===== src/hdl/w3rc_pkg.sv =====
// ----------------------------------------------------------------------------
// w3rc_pkg
// Shared types, widths and constants of the weighted 3x3 RGB convolution.
// ----------------------------------------------------------------------------
package w3rc_pkg;

  // Field and register widths
  localparam int unsigned KERNEL_W = 36;
  localparam int unsigned IMG_W_W  = 11;
  localparam int unsigned IMG_H_W  = 13;
  localparam int unsigned CH_W     = 8;
  localparam int unsigned PIX_W    = 3 * CH_W;
  localparam int unsigned WT_W     = 4;
  localparam int unsigned SUM_W    = 16;  // 255 * 15 * 9 fits
  localparam int unsigned WSUM_W   = 8;   // 15 * 9 fits
  localparam int unsigned CFG_IDX_W = 2;
  localparam int unsigned TAP_W    = 4;

  // Default limits
  localparam int unsigned DEF_MAX_WIDTH  = 1024;
  localparam int unsigned DEF_MAX_HEIGHT = 4096;

  // Register reset values
  localparam logic [KERNEL_W-1:0] KERNEL_RST = 36'h100010000;
  localparam logic [IMG_W_W-1:0]  WIDTH_RST  = 11'd1024;
  localparam logic [IMG_H_W-1:0]  HEIGHT_RST = 13'd1024;

  // Register indexes
  localparam logic [CFG_IDX_W-1:0] CFG_KERNEL = 2'd0;
  localparam logic [CFG_IDX_W-1:0] CFG_WIDTH  = 2'd1;
  localparam logic [CFG_IDX_W-1:0] CFG_HEIGHT = 2'd2;

  // Tap sequencing
  localparam logic [TAP_W-1:0] TAP_LAST = 4'd8;
  localparam logic [TAP_W-1:0] TAP_DONE = 4'd9;

  // Row and column position codes of a tap
  localparam logic [1:0] POS_BEFORE = 2'd0;
  localparam logic [1:0] POS_CENTRE = 2'd1;
  localparam logic [1:0] POS_AFTER  = 2'd2;

  typedef enum logic [1:0] {
    ST_IDLE,
    ST_READ,
    ST_DIV,
    ST_OUT
  } state_e;

  // Row code of tap t (raster order over the 3x3 window)
  function automatic logic [1:0] tap_row(input logic [TAP_W-1:0] t);
    logic [1:0] r;
    case (t)
      4'd0, 4'd1, 4'd2: r = POS_BEFORE;
      4'd3, 4'd4, 4'd5: r = POS_CENTRE;
      default:          r = POS_AFTER;
    endcase
    return r;
  endfunction

  // Column code of tap t
  function automatic logic [1:0] tap_col(input logic [TAP_W-1:0] t);
    logic [1:0] c;
    case (t)
      4'd0, 4'd3, 4'd6: c = POS_BEFORE;
      4'd1, 4'd4, 4'd7: c = POS_CENTRE;
      default:          c = POS_AFTER;
    endcase
    return c;
  endfunction

endpackage


===== src/hdl/w3rc_div.sv =====
// ----------------------------------------------------------------------------
// w3rc_div
// Restoring divider, one quotient bit a cycle, truncating quotient.
// ----------------------------------------------------------------------------
module w3rc_div
  import w3rc_pkg::*;
(
  input  logic              clk_i,
  input  logic              rst_ni,
  input  logic              start_i,
  input  logic [SUM_W-1:0]  dividend_i,
  input  logic [WSUM_W-1:0] divisor_i,
  output logic              done_o,
  output logic [CH_W-1:0]   quot_o
);

  localparam int unsigned CW = $clog2(SUM_W);

  logic              busy_q, busy_d;
  logic              done_q, done_d;
  logic [CW-1:0]     cnt_q, cnt_d;
  logic [WSUM_W:0]   rem_q, rem_d;
  logic [SUM_W-1:0]  quo_q, quo_d;
  logic [WSUM_W-1:0] dvs_q, dvs_d;
  logic [WSUM_W:0]   trial;
  logic              fits;

  // One shift and trial subtract a cycle
  always_comb begin
    trial  = {rem_q[WSUM_W-1:0], quo_q[SUM_W-1]};
    fits   = trial >= {1'b0, dvs_q};
    busy_d = busy_q;
    done_d = 1'b0;
    cnt_d  = cnt_q;
    rem_d  = rem_q;
    quo_d  = quo_q;
    dvs_d  = dvs_q;
    if (start_i) begin
      busy_d = 1'b1;
      cnt_d  = '0;
      rem_d  = '0;
      quo_d  = dividend_i;
      dvs_d  = divisor_i;
    end else if (busy_q) begin
      rem_d = fits ? (trial - {1'b0, dvs_q}) : trial;
      quo_d = {quo_q[SUM_W-2:0], fits};
      cnt_d = cnt_q + 1'b1;
      if (cnt_q == CW'(SUM_W - 1)) begin
        busy_d = 1'b0;
        done_d = 1'b1;
      end
    end
  end

  always_ff @(posedge clk_i or negedge rst_ni) begin
    if (!rst_ni) begin
      busy_q <= 1'b0;
      done_q <= 1'b0;
      cnt_q  <= '0;
    end else begin
      busy_q <= busy_d;
      done_q <= done_d;
      cnt_q  <= cnt_d;
    end
  end

  // Datapath needs no reset
  always_ff @(posedge clk_i) begin
    rem_q <= rem_d;
    quo_q <= quo_d;
    dvs_q <= dvs_d;
  end

  assign done_o = done_q;
  assign quot_o = quo_q[CH_W-1:0];

endmodule


===== config.mk =====
export PLATFORM = sky130hd
export DESIGN_NAME = w3rc_div
export DESIGN_NICKNAME = d
export VERILOG_FILES = /design/src/hdl/w3rc_pkg.sv /design/src/hdl/w3rc_div.sv
export SDC_FILE = /design/constraint.sdc
export NUM_CORES = 1
export LEC_CHECK = 0
export BUFFER_PORTS_ARGS = -buffer_cell sky130_fd_sc_hd__clkbuf_2
export CAP_MARGIN = 10
export CORE_ASPECT_RATIO = 1.1
export CORE_MARGIN = 1
export CORE_UTILIZATION = 56
export CTS_BUF_LIST = sky130_fd_sc_hd__clkbuf_8
export DETAILED_ROUTE_END_ITERATION = 8
export PLACE_DENSITY = 0.9
export SETUP_SLACK_MARGIN = 0.05
export SLEW_MARGIN = 30
export SYNTH_ARGS = -nofsm -noshare
export SYNTH_HDL_FRONTEND = slang
export SYNTH_SLANG_ARGS = --single-unit

===== constraint.sdc =====
create_clock -name clk_i -period 4.58 [get_ports clk_i]
set_clock_uncertainty 0.15 [all_clocks]
set_input_delay 0.916 -clock clk_i [delete_from_list [all_inputs] [get_ports clk_i]]
set_output_delay 0.916 -clock clk_i [all_outputs]
set_load 0.01 [all_outputs]

# Word level (Yosys, flattened, before mapping)
# Cells that the tools add are included.
word_totals:
  memories: 0
  latch_bits: 0
  ff_bits: 38
  output_inout_bits: 9
  wordCells: 22
  in_bits: 27
  ram_bits: 0
  rom_bits: 0
classes:
  reduce_logical: 1
  n_shift: 0
  bitwise_logic: 0
  mux: 11
  n_lt_le_gt_ge: 1
  add_sub_neg: 2
  n_eq_ne: 1
  mul: 0
  n_div: 0
op_table:
  columns: ["operator", "count"]
  rows:
  - ["16-bit two-way mux", 2]
  - ["9-bit by 8-bit greater-or-equal comparator with 1-bit output", 1]
  - ["4-bit two-way mux", 2]
  - ["8-bit two-way mux", 1]
  - ["8-bit subtractor", 1]
  - ["1-bit two-way mux", 6]
  - ["4-bit by 1-bit adder with 4-bit output (second input constant)", 1]
  - ["4-bit == test (second input constant)", 1]
  - ["2-bit nonzero test", 1]

# Depth between registers and ports, before layout
# Gate-level depths: netlist of the first run.
depth:
  depth_word: 4
  mapped_depth: 8
  ltp_nobuf: 8

# Worst setup path after synthesis of the first run
# Ideal clock, no wire load.
synth_path:
  kind: "input-to-reg"
  from: "in start_i"
  to: "reg quo_q[10] (data pin)"
  arrival_ps: 1914
  cell_stages: 3
  setup_slack_ps: 2256
  t_required_ps: 4170
  n_path_buf: 2
  setup_time_ps: 260
  cell_sequence: "buf_1 buf_1 mux2_2"
synth_via:
  elab_chain_len: 1
synth_rtl:
  columns: ["item", "line", "rtl"]
  rows:
  - ["start, declared", "w3rc_div.sv:10", "input logic start_i,"]
  - ["16-bit two-way mux", "w3rc_div.sv:38", "if (start_i) begin"]
  - ["net quo_d[10]", "w3rc_div.sv:23", "logic [SUM_W-1:0] quo_q, quo_d;"]
  - ["end signal, assigned", "w3rc_div.sv:70", "quo_q <= quo_d;"]
  - ["end, declared", "w3rc_div.sv:23", null]
# The timed path passes the listed nets, and every way through them passes these cells.
# A chain may end at the register's enable or synchronous reset.

==> metrics.md, run 1 <==
| Metric | Value |
|---|---|
| Slowest-stage cell, CP | clkbuf_2 |
| Vias in the first global route | between 1,000 and 1,500 |
| CP Max Fanout | 41 |
| Synth top cells by count | 24 x edfxtp_1, 19 x nor2_1, 16 x mux2_2 |
| Crit-path cells | clkbuf_2, or2_2, nor2_1, a41oi_1, o31ai_1 |
| Clock latency on the worst-skew pair | 290 ps |
| Max_cap viols | 0 |
| Initial antenna violation count | 0 |
| Nets | 246 |
| Die H | approximately 65 µm |
| H-tree levels | 2 |
| Post-Syn Area | ~2000 µm² |
| VDD IR-drop max | roughly 0.34 mV |
| Max-slew violation count | 0 |
| Crit Path Category | in2reg |
| Final setup violation count | 0 |
| Initial drt markers | 38 |
| Fillers | ~270 |
| Layout Cells excl Fill | ~260 |
| Syn avg cell area | 11.30 µm² |
| Unique masters post-synth | 46 |
| Post-CTS Setup Bufs | 0 |
| Total track usage | roughly 20% |
| Leading cell type by number of instances after synthesis | edfxtp_1 |
| Largest net degree at the start of global routing | 42 |
| Vias per cell | between 5 and 6 |
| Cell taking the most area after synthesis | edfxtp_1 |
| RSZ-0062 raised after global routing | false |
| Fmax | ~420 MHz |
| Met3 routed WL | 165 µm |
| Tmin final | 2383 ps |
| PD cells | about 480 nW/µm² |
| Root buf cell | clkbuf_8 |
| Top sig layer | met4 |
| Routed len/inst | 13.07 µm |
| Worst hold-check path type | in2async |
| CTS sink count | 38 |
| Std cell rows | 22 |
| Syn_nets | 217 |
| Layout cells sized above 1 | about 31% |
| CTS resizes | 0 |
| IO Pins | 36 |
| Clock buffer depth | 2 |
| Critical Path Max Stage Delay | between 600 and 700 ps |
| Synth top area share | roughly 35% |
| Critical Path Source | start_i |
| Router iterations before antenna repair | 4 |
| YS warnings | 0 |
| Pin slew with the least headroom to its limit | between 800 and 900 ps |
| Synth area leaders | edfxtp_1 35%, mux2_2 8.9%, dfxtp_1 7.9%, dfrtp_1 7.4%, ha_1 5.5% |
| Fin area | 2300 µm² |
| Setup_tns | 0 ps |
| Multi-input logic area | roughly 870 µm² |
| Critical Path AT | 2400 ps |
| CTS tree | done |
| Chip Width | about 60 µm |
| Sequential cell area | between 1000 and 1500 µm² |
| Req. time, crit path | 4600 ps |
| Area growth from synthesis to layout | 13.04% |
| Initial core utilization | around 60% |
| Antenna viol nets, final | 0 |
| Most common flop cell mapped by yosys | edfxtp_1 |
| Dpl cell area | approximately 2200 µm² |
| Hpwl dp | approximately 2.4 mm |
| Cell count after placement | 250 |
| Wire length on met2 | between 1.5 and 2 mm |
| Core area | about 3400 µm² |
| Max-slew headroom | about 43% |
| Die ar. | about 3900 µm² |
| Final clock period utilization by the worst path | a little over half |
| Fin. Hold Viols | 0 |
| CP Launch Type | input port |
| Met1 Routed Length | around 1.5 mm |
| Leakage Power | about 1 nW |
| Post-synth EDFFs | 24 |
| Clock transition at path regs | approximately 70 ps |
| Hold buffers post-CTS | 0 |
| Placer congestion estimate | approximately 0.9 |
| Outcome | completed |
| CP endpoint kind | flip-flop |
| Overflow after GRT | 0 |
| Flops & latches, synth | 38 |
| First-pass GRT wire length | about 5.7 mm |
| TritonCTS buffer count | 5 |
| Post-synthesis cell count | 180 |
| Diodes inserted | 0 |
| Reg-to-reg startpoint | quo_q[15] |
| WL final | 3.373 mm |
| Seq/Total Area, Yosys | between 50% and 60% |
| DRC viols | 0 |
| Vias post-DR | 1,415 |
| PortBufs | 35 |
| Async SR Flop Fraction | ~16% |
## layout make-up
type | count | area share (%)
clock inverters | 3 | 1.741
repair buffers | 35 | 7.617
flip-flops and latches | 38 | 44.83
clock buffers | 5 | 2.992
inverters | 14 | 2.285
multi-input cells | 115 | 37.92
well taps | 48 | 2.612
## per-stage QoR
stage	util [%]	hold slack, ps	setup WS (ps)	power, mW
floorplan	-	327.2	2256	0.7682
global placement	64.19	343.4	1890	0.8301
global route	67.38	284.9	1978	1.188
detailed placement	64.19	350.2	1877	0.8427
CTS	67.38	287.6	2167	1.118
finish	67.38	290.1	2197	1.114
## final timing paths
check	endpoint	slack, ps	cells past startpoint
worst max-delay path	rem_q[7]	2200	5
worst min-delay path	busy_q	290	1
worst max register to register	rem_q[6]	2200	8
worst min register to register	rem_q[6]	360	2
max in group asynchronous	cnt_q[3]	3840	1
min in group clk_i	rem_q[6]	360	2
## worst max-delay path, delay by kind of cell
family / cells / cell delay (ps)
buffers and inverters: 1 / 640
AOI/OAI and AO/OA: 2 / 260
and+or+nand+nor: 2 / 570
## registers in the layout, summed over array words and instances, names as in the netlist
name	flops
rem_q	8
quo_q	16
busy_q	1
cnt_q	4
dvs_q	8
done_o	1
## metal layers
metal	global-route usage (%)	vias to the layer above
li1	-	706
met1	23.75	654
met2	33.15	49
met3	6.299	6
met4	7.143	0
met5	0	-
## placed cells by master, fill, tap and decap left out, drive strengths merged, types with 4 or more instances in the layout
cell type	instances
ha	9
dfrtp	6
edfxtp	24
xnor2	4
nor2	19
nand2b	5
a311oi	4
a21oi	5
dfxtp	8
o21ai	6
nand3	5
mux2	16
inv	13
nand2	7
clkbuf	40
## power by group
| group | total (mW) | switching [mW] | internal [mW] |
|---|---|---|---|
| logic | 0.378 | 0.203 | 0.175 |
| registers | 0.463 | 0.0360 | 0.427 |
| clock network | 0.273 | 0.113 | 0.160 |
## cell families (layout without fill, tap and decap cells)
logic type      after synthesis  in the layout  synth area share (%)
simple gates                 49             49                 12.18
flops                        38             38                 50.68
compound gates               32             32                 11.75
buf+inv                      27             57                 6.458
mux                          18             18                 9.840
fa+ha+maj                    10             10                 6.519
xor+xnor                      6              6                 2.583
Note: power is estimated with default switching activity, not from simulation.
==> run 2, diff against run 1 <==
- ABC_AREA: not set -> 1
- PLACE_DENSITY: 0.9 -> 0.89
- clock period: 4.58 -> 2.5 ns (I/O delays scaled with it)
==> run 2 against run 1 <==
Compared with the run above: cell count increased by 31%; register-to-register slack worse by 1600 ps; critical path depth is 6 higher; area after synthesis is 5.4% higher; first-iteration DRC count rose by 92%; die area increased by 5.2%; sequential share of layout area fell by 2.8 points; synthesized cell count up 42%; count of clock-buffer cells in the layout unchanged; core utilization down 0.31 points; critical endpoint is now rem_q[5].
==> metrics.md, run 2 <==
| Metric | Value |
|---|---|
| Outcome | completed |
| Nets | 325 (+32%) |
| Chip Width | 61.01 µm (+2.6%) |
| Vias per cell | 5.150 (-6.1%) |
| Diodes inserted | 0 (unchanged) |
| Multiplexer area fraction after synthesis | 0% (-9.8 points) |
| Top flop regs | quo_q x16, dvs_q x8, rem_q x8 |
| Total track usage | 25.90% (+6.0 points) |
| Async SR Flop Fraction | 15.79% (unchanged) |
| Synth Area in Adders | 6.184% (-0.33 points) |
| Post-Syn Area | 2145 µm² (+5.4%) |
| Largest net degree at the start of global routing | 22 (-48%) |
| Post-synthesis cell count | 256 (+42%) |
| Routed len/inst | 13.30 µm (+1.7%) |
| Syn_nets | 293 (+35%) |
| IO Pins | 36 (unchanged) |
| Final setup violation count | 0 (unchanged) |
| Pin slew with the least headroom to its limit | 608.3 ps (-253.5 ps) |
| Flops & latches, synth | 38 (unchanged) |
| Main combinational cell family by area after synthesis | simple AND/OR/NAND/NOR gates |
| Synth Area in Simple Gates | 32.38% (+20 points) |
| CP endpoint kind | flip-flop |
| Setup_tns | 0 ps (unchanged) |
| Commonest non-fill, non-tap cell in the layout | nand2_1 |
| Fmax | around 530 MHz |
| Synth top cells by count | 105 x nand2_1, 29 x inv_1, 24 x edfxtp_1 |
| Max-slew violation count | 0 (unchanged) |
| Core area | 3655 µm² (+7.1%) |
| Commonest non-fill, non-tap cells in the layout | 105 x nand2_1, 35 x clkbuf_2, 29 x inv_1 |
| Req. time, crit path | 2590 ps (-2010 ps) |
| Hpwl dp | 3.075 mm (+26%) |
| Final clock period utilization by the worst path | 75.36% |
| Compound-gate portion of the synthesized area | 2.917% (-8.8 points) |
| CTS sink count | 38 (unchanged) |
| Fin. Hold Viols | 0 (unchanged) |
| Cell taking the most area after synthesis | edfxtp_1 |
| Post-synth EDFFs | 24 (unchanged) |
| Post-synthesis xor/xnor area fraction | 1.225% (-1.4 points) |
| WL final | 4.509 mm (+34%) |
| Overflow after GRT | 0 (unchanged) |
| Root buf cell | clkbuf_8 |
| Vias post-DR | 1,746 (+23%) |
| Syn avg cell area | 8.377 µm² (-26%) |
| Die ar. | 4082 µm² (+5.2%) |
| Max reg flops | 16 (unchanged) |
| Die H | 66.91 µm (+2.6%) |
| Initial antenna violation count | 0 (unchanged) |
| Synth area leaders | edfxtp_1 34%, nand2_1 18%, dfxtp_1 7.5%, dfrtp_1 7.0%, ha_1 5.3% |
| H-tree levels | 2 (unchanged) |
| Clock buffer depth | 2 (unchanged) |
| Antenna viol nets, final | 0 (unchanged) |
| Initial drt markers | 73 (+92%) |
| Unique masters post-synth | 33 (-28%) |
| PD cells | 914.7 nW/µm² (+89%) |
| Std cell rows | 23 (+4.5%) |
| Max_cap viols | 0 (unchanged) |
| CP Max Fanout | 8 (-80%) |
| YS warnings | 0 (unchanged) |
| Router iterations before antenna repair | 4 (unchanged) |
| Leakage Power | 1.280 nW (+29%) |
| Crit Path Category | reg2reg |
| Synth top area share | 33.61% (-1.8 points) |
| Worst hold-check path type | in2reg |
| PortBufs | 35 (unchanged) |
| Initial core utilization | 58.68% (-0.93 points) |
| CTS resizes | 0 (unchanged) |
| Final core utilization | 67.07% (-0.31 points) |
| CP Launch Type | flip-flop |
| Placer congestion estimate | 0.9049 (-1.0%) |
| Clock latency on the worst-skew pair | 290 ps (about the same) |
| Post-CTS Setup Bufs | 0 (unchanged) |
| Fillers | 306 (+13%) |
| RSZ-0062 raised after global routing | false |
| First-pass GRT wire length | 7.555 mm (+34%) |
| TritonCTS buffer count | 5 (unchanged) |
| Vias in the first global route | 1,732 (+32%) |
| Layout cells sized above 1 | 20.42% (-11 points) |
| Clock transition at path regs | 70 ps (about the same) |
| Tmin final | 1884 ps |
| Max-slew headroom | 59.40% (+17 points) |
| CTS tree | done |
| Leading cell type by number of instances after synthesis | nand2_1 |
| Area growth from synthesis to layout | 14.29% |
| Most common flop cell mapped by yosys | edfxtp_1 |
| DRC viols | 0 (unchanged) |
| Seq/Total Area, Yosys | 48.07% (-2.6 points) |
| Largest register by flop count | quo_q |
| VDD IR-drop max | 0.5217 mV (+56%) |
| Critical Path AT | 1970 ps (-430 ps) |
## run 2: repair_timing
item,in CTS,in global routing
endpoints found under the hold margin,6,0
endpoints found under the setup margin,0,0
hold buffers,1,0
## run 2: through the flow
stage	area (µm²)	hold slack (ps)	total power, mW	setup WS [ps]	cells
floorplan	2145	54.41	1.470	803.3	256
global placement	2308	180.8	1.588	683.4	330
detailed placement	2308	182.6	1.607	681.6	330
CTS	2451	225.7	2.239	625.3	339
global route	2451	226.8	2.370	470.9	339
finish	2451	231.9	2.242	616.1	339
## run 2: metal layers
layer | GRT usage, % | vias to the layer above | wire [µm]
met4 | 15.91 | 0 | 158
li1 | - | 871 | -
met5 | 0 | - | 0
met3 | 5.437 | 18 | 224
met1 | 30.20 | 795 | 1845
met2 | 42.72 | 62 | 2281
## run 2: power breakdown
group,total [mW],internal (mW),switching (mW)
registers,0.830,0.767,0.0631
logic,0.801,0.313,0.488
clock network,0.611,0.395,0.216
total,2.24,1.48,0.767
## run 2: critical path: stages, from the launching register on
cell and delay [ps]:
edfxtp_1 340, inv_1 50, ha_1 350, nand2_2 110, inv_1 40, nand2_1 100
nand2_1 70, nand2_1 70, nand4_2 200, nand2_1 160, nand3_1 100, nand2_1 80
## run 2: cell type report
type,count,area (µm²),area share [%]
clock inverter,3,63.81,2.603
tap,50,62.56,2.552
sequential,38,1031,42.06
timing repair buffer,38,200.2,8.167
inverter,29,108.9,4.441
multi-input combinational,176,915.9,37.37
clock buffer,5,68.82,2.808
## run 2: cell families (layout without fill, tap and decap cells)
family                     Yosys count  count (layout)
AOI/OAI and AO/OA                   11              11
xor gates and xnor gates             3               3
adders and majority gates           10              10
buffers and inverters               42              75
DFF                                 38              38
and+or+nand+nor                    152             152
## run 2: path summary, 6_finish.rpt
check | from | to | slack (ps) | depth (start not counted)
max reg2reg | dvs_q[4] | rem_q[5] | 620 | 11
max in group asynchronous | rst_ni | done_o | 1610 | 2
min in group asynchronous | rst_ni | cnt_q[1] | 440 | 2
min reg2reg | rem_q[7] | rem_q[7] | 320 | 2
max | dvs_q[4] | rem_q[5] | 620 | 11
min | divisor_i[7] | dvs_q[7] | 230 | 1
==> run 3, diff against run 2 <==
- CORE_UTILIZATION: 56 -> 52
- PLACE_DENSITY: 0.89 -> 0.88
- clock period: 2.5 -> 1.55 ns (I/O delays scaled with it)
==> run 3 against run 2 <==
Compared with the run above: the flow now finishes with violations (setup timing); worst setup slack got worse by 900 ps; cell count increased by 9.4%; die area increased by 7.4%; combinational power increased to 2.8 times the previous value; critical path type unchanged.
==> metrics.md, run 3 (same netlist as run 2, synthesis figures left out) <==
| Metric | Value |
|---|---|
| First-pass GRT wire length | 8.169 mm (+8.1%) |
| Nets | 355 (+9.2%) |
| Crit-path cells | inv_2, ha_4, nand2_2, buf_6, nor3_2, nand2_1, and2_4, nand3b_1, nand3_2, nand2_1 |
| PD cells | 1449 nW/µm² (+58%) |
| Area growth from synthesis to layout | 36.23% |
| Commonest non-fill, non-tap cells in the layout | 88 x nand2_1, 35 x clkbuf_2, 26 x buf_4 |
| Diodes inserted | 0 (unchanged) |
| Worst hold-check path type | in2reg |
| Router iterations before antenna repair | 4 (unchanged) |
| CP Max Fanout | 5 (-3) |
| Hpwl dp | 3.419 mm (+11%) |
| Dpl cell area | 2559 µm² (+11%) |
| Vias in the first global route | 1,867 (+7.8%) |
| Outcome | finished, violations left |
| Critical Path Max Stage Delay | 350 ps (about the same) |
| DRC viols | 0 (unchanged) |
| Core area | 3964 µm² (+8.5%) |
| Largest register by flop count | quo_q |
| Final clock period utilization by the worst path | 118.1% (+43 points) |
| Post-Place Setup Slack | -230.7 ps (-912.3 ps) |
| Max-slew violation count | 0 (unchanged) |
| Max_cap viols | 0 (unchanged) |
| Layout cells sized above 1 | 42.32% (+22 points) |
| Vias post-DR | 1,940 (+11%) |
| Clock power frac | 15.5% (-12 points) |
| Fin. Hold Viols | 0 (unchanged) |
| Worst Reg2Reg Path Length in Cells | 10 (-1) |
| Max-slew headroom | 83.65% (+24 points) |
| CP Launch Type | flip-flop |
| Met1 Routed Length | 2.271 mm (+23%) |
| Placer congestion estimate | 0.8607 (-4.9%) |
| Fin area | 2922 µm² (+19%) |
| Initial core utilization | 54.10% (-4.6 points) |
| Sw frac | 38.94% (+4.7 points) |
| Largest net degree at the start of global routing | 19 (-14%) |
| CTS sink count | 38 (unchanged) |
| RSZ-0062 raised after global routing | true |
| Clock transition at path regs | 80 ps (about the same) |
| Vias per cell | 5.229 (+1.5%) |
| Critical Path AT | 1920 ps (-50 ps) |
| Fmax | 546.3 MHz (+2.9%) |
| TritonCTS buffer count | 5 (unchanged) |
| Top sig layer | met4 |
| Worst path most repeated cell | nand2_1 |
| Total track usage | 24.42% (-1.5 points) |
| Initial drt markers | 141 (+93%) |
| Req. time, crit path | 1640 ps (-950 ps) |
| Antenna viol nets, final | 0 (unchanged) |
| Violated checks | setup timing |
| Max reg flops | 16 (unchanged) |
| VDD IR-drop max | 0.9140 mV (+75%) |
| PortBufs | 35 (unchanged) |
| Commonest non-fill, non-tap cell in the layout | nand2_1 |
| Root buf cell | clkbuf_8 |
| H-tree levels | 2 (unchanged) |
| Initial antenna violation count | 0 (unchanged) |
| Die ar. | 4385 µm² (+7.4%) |
| Crit Path Category | reg2reg |
| Die H | 69.36 µm (+3.7%) |
| Setup ws final | -280.4 ps (-896.6 ps) |
| Layout Cells excl Fill | 371 (+9.4%) |
| Leakage Power | 1.471 nW (+15%) |
| Std cell rows | 24 (+4.3%) |
| Clock latency on the worst-skew pair | 300 ps (about the same) |
| Tmin final | 1830 ps (-53.44 ps) |
| Chip Width | 63.23 µm (+3.6%) |
| NetSw | 1.648 mW (+110%) |
| Wire length on met2 | 2.882 mm (+26%) |
| Final setup violation count | 9 (+9) |
| Cell count after placement | 356 (+7.9%) |
| Int Pwr | 2.585 mW (+75%) |
| Clock buffer depth | 2 (unchanged) |
| Pin slew with the least headroom to its limit | 243.0 ps (-365.4 ps) |
| IO Pins | 36 (unchanged) |
| Routed len/inst | 14.99 µm (+13%) |
| Met3 routed WL | 203 µm (-9.4%) |
| WL final | 5.562 mm (+23%) |
| WHS Path Cells | 1 (unchanged) |
| CTS tree | done |
| Top flop regs | quo_q x16, dvs_q x8, rem_q x8 |
| CP endpoint kind | flip-flop |
| Slowest-stage cell, CP | edfxtp_1 |
| Overflow after GRT | 0 (unchanged) |
| Comb power frac | 52.3% (+17 points) |
| Seq pwr share | 32.2% (-4.8 points) |
| Total power | 4.234 mW (+89%) |
==> run 3: power by group through the flow <==
stage | sequential [mW] | combinational (mW) | clock [mW]
3_5_place_dp | 1.36 | 1.60 | 0
6_report | 1.36 | 2.21 | 0.658
5_1_grt | 1.38 | 2.39 | 0.699
2_1_floorplan | 1.34 | 1.10 | 0
3_3_place_gp | 1.35 | 1.54 | 0
4_1_cts | 1.36 | 1.87 | 0.662
==> run 3: timing repair <==
action | CTS | global route
endpoints found under the hold margin | 6 | 0
gates cloned | 2 | 0
buffers inserted | 2 | 2
hold buffers | 1 | 0
gates resized for setup | 28 | 26
pin swaps | 19 | 14
setup endpoints to repair | 26 | 9
==> run 3: final cells by class <==
class | count | area, µm²
clock inverters | 3 | 13.76
flip-flops and latches | 38 | 1032
clock buffers | 5 | 68.82
multi-input cells | 178 | 1199
inverters | 29 | 108.9
fillers | 283 | 1042
repair buffers | 66 | 434.2
well taps | 52 | 65.06
==> run 3: through the flow <==
step | hold WS [ps] | util, % | setup TNS (ps)
final | 34.05 | 73.71 | -2354
after global routing | 21.55 | 73.71 | -3551
after CTS | 31.85 | 70.96 | -1378
after detailed placement | -6.576 | 64.55 | -1838
after global placement | -7.666 | 64.55 | -1306
after floorplan | -135.6 | - | -442.6
==> run 3: worst paths after layout <==
kind	endpoint	slack, ps	startpoint
min in group asynchronous	busy_q	220	rst_ni
max in group asynchronous	cnt_q[2]	870	rst_ni
min	dvs_q[2]	30	divisor_i[2]
min reg2reg	cnt_q[3]	320	cnt_q[3]
max reg2reg	rem_q[6]	-280	dvs_q[7]
max	rem_q[6]	-280	dvs_q[7]
==> run 3: routing by layer <==
metal  global-route usage [%]  vias to the layer above
met5                        0                        -
li1                         -                      936
met1                    28.85                      931
met4                    11.87                        0
met2                    42.05                       54
met3                    4.770                       19
==> run 3: critical path, delay by kind of cell (launching register included) <==
family,cells,cell delay [ps]
AND/OR/NAND/NOR,7,850
flip-flops,1,350
adder cells (fa/ha/maj),1,260
buffers and inverters,2,180
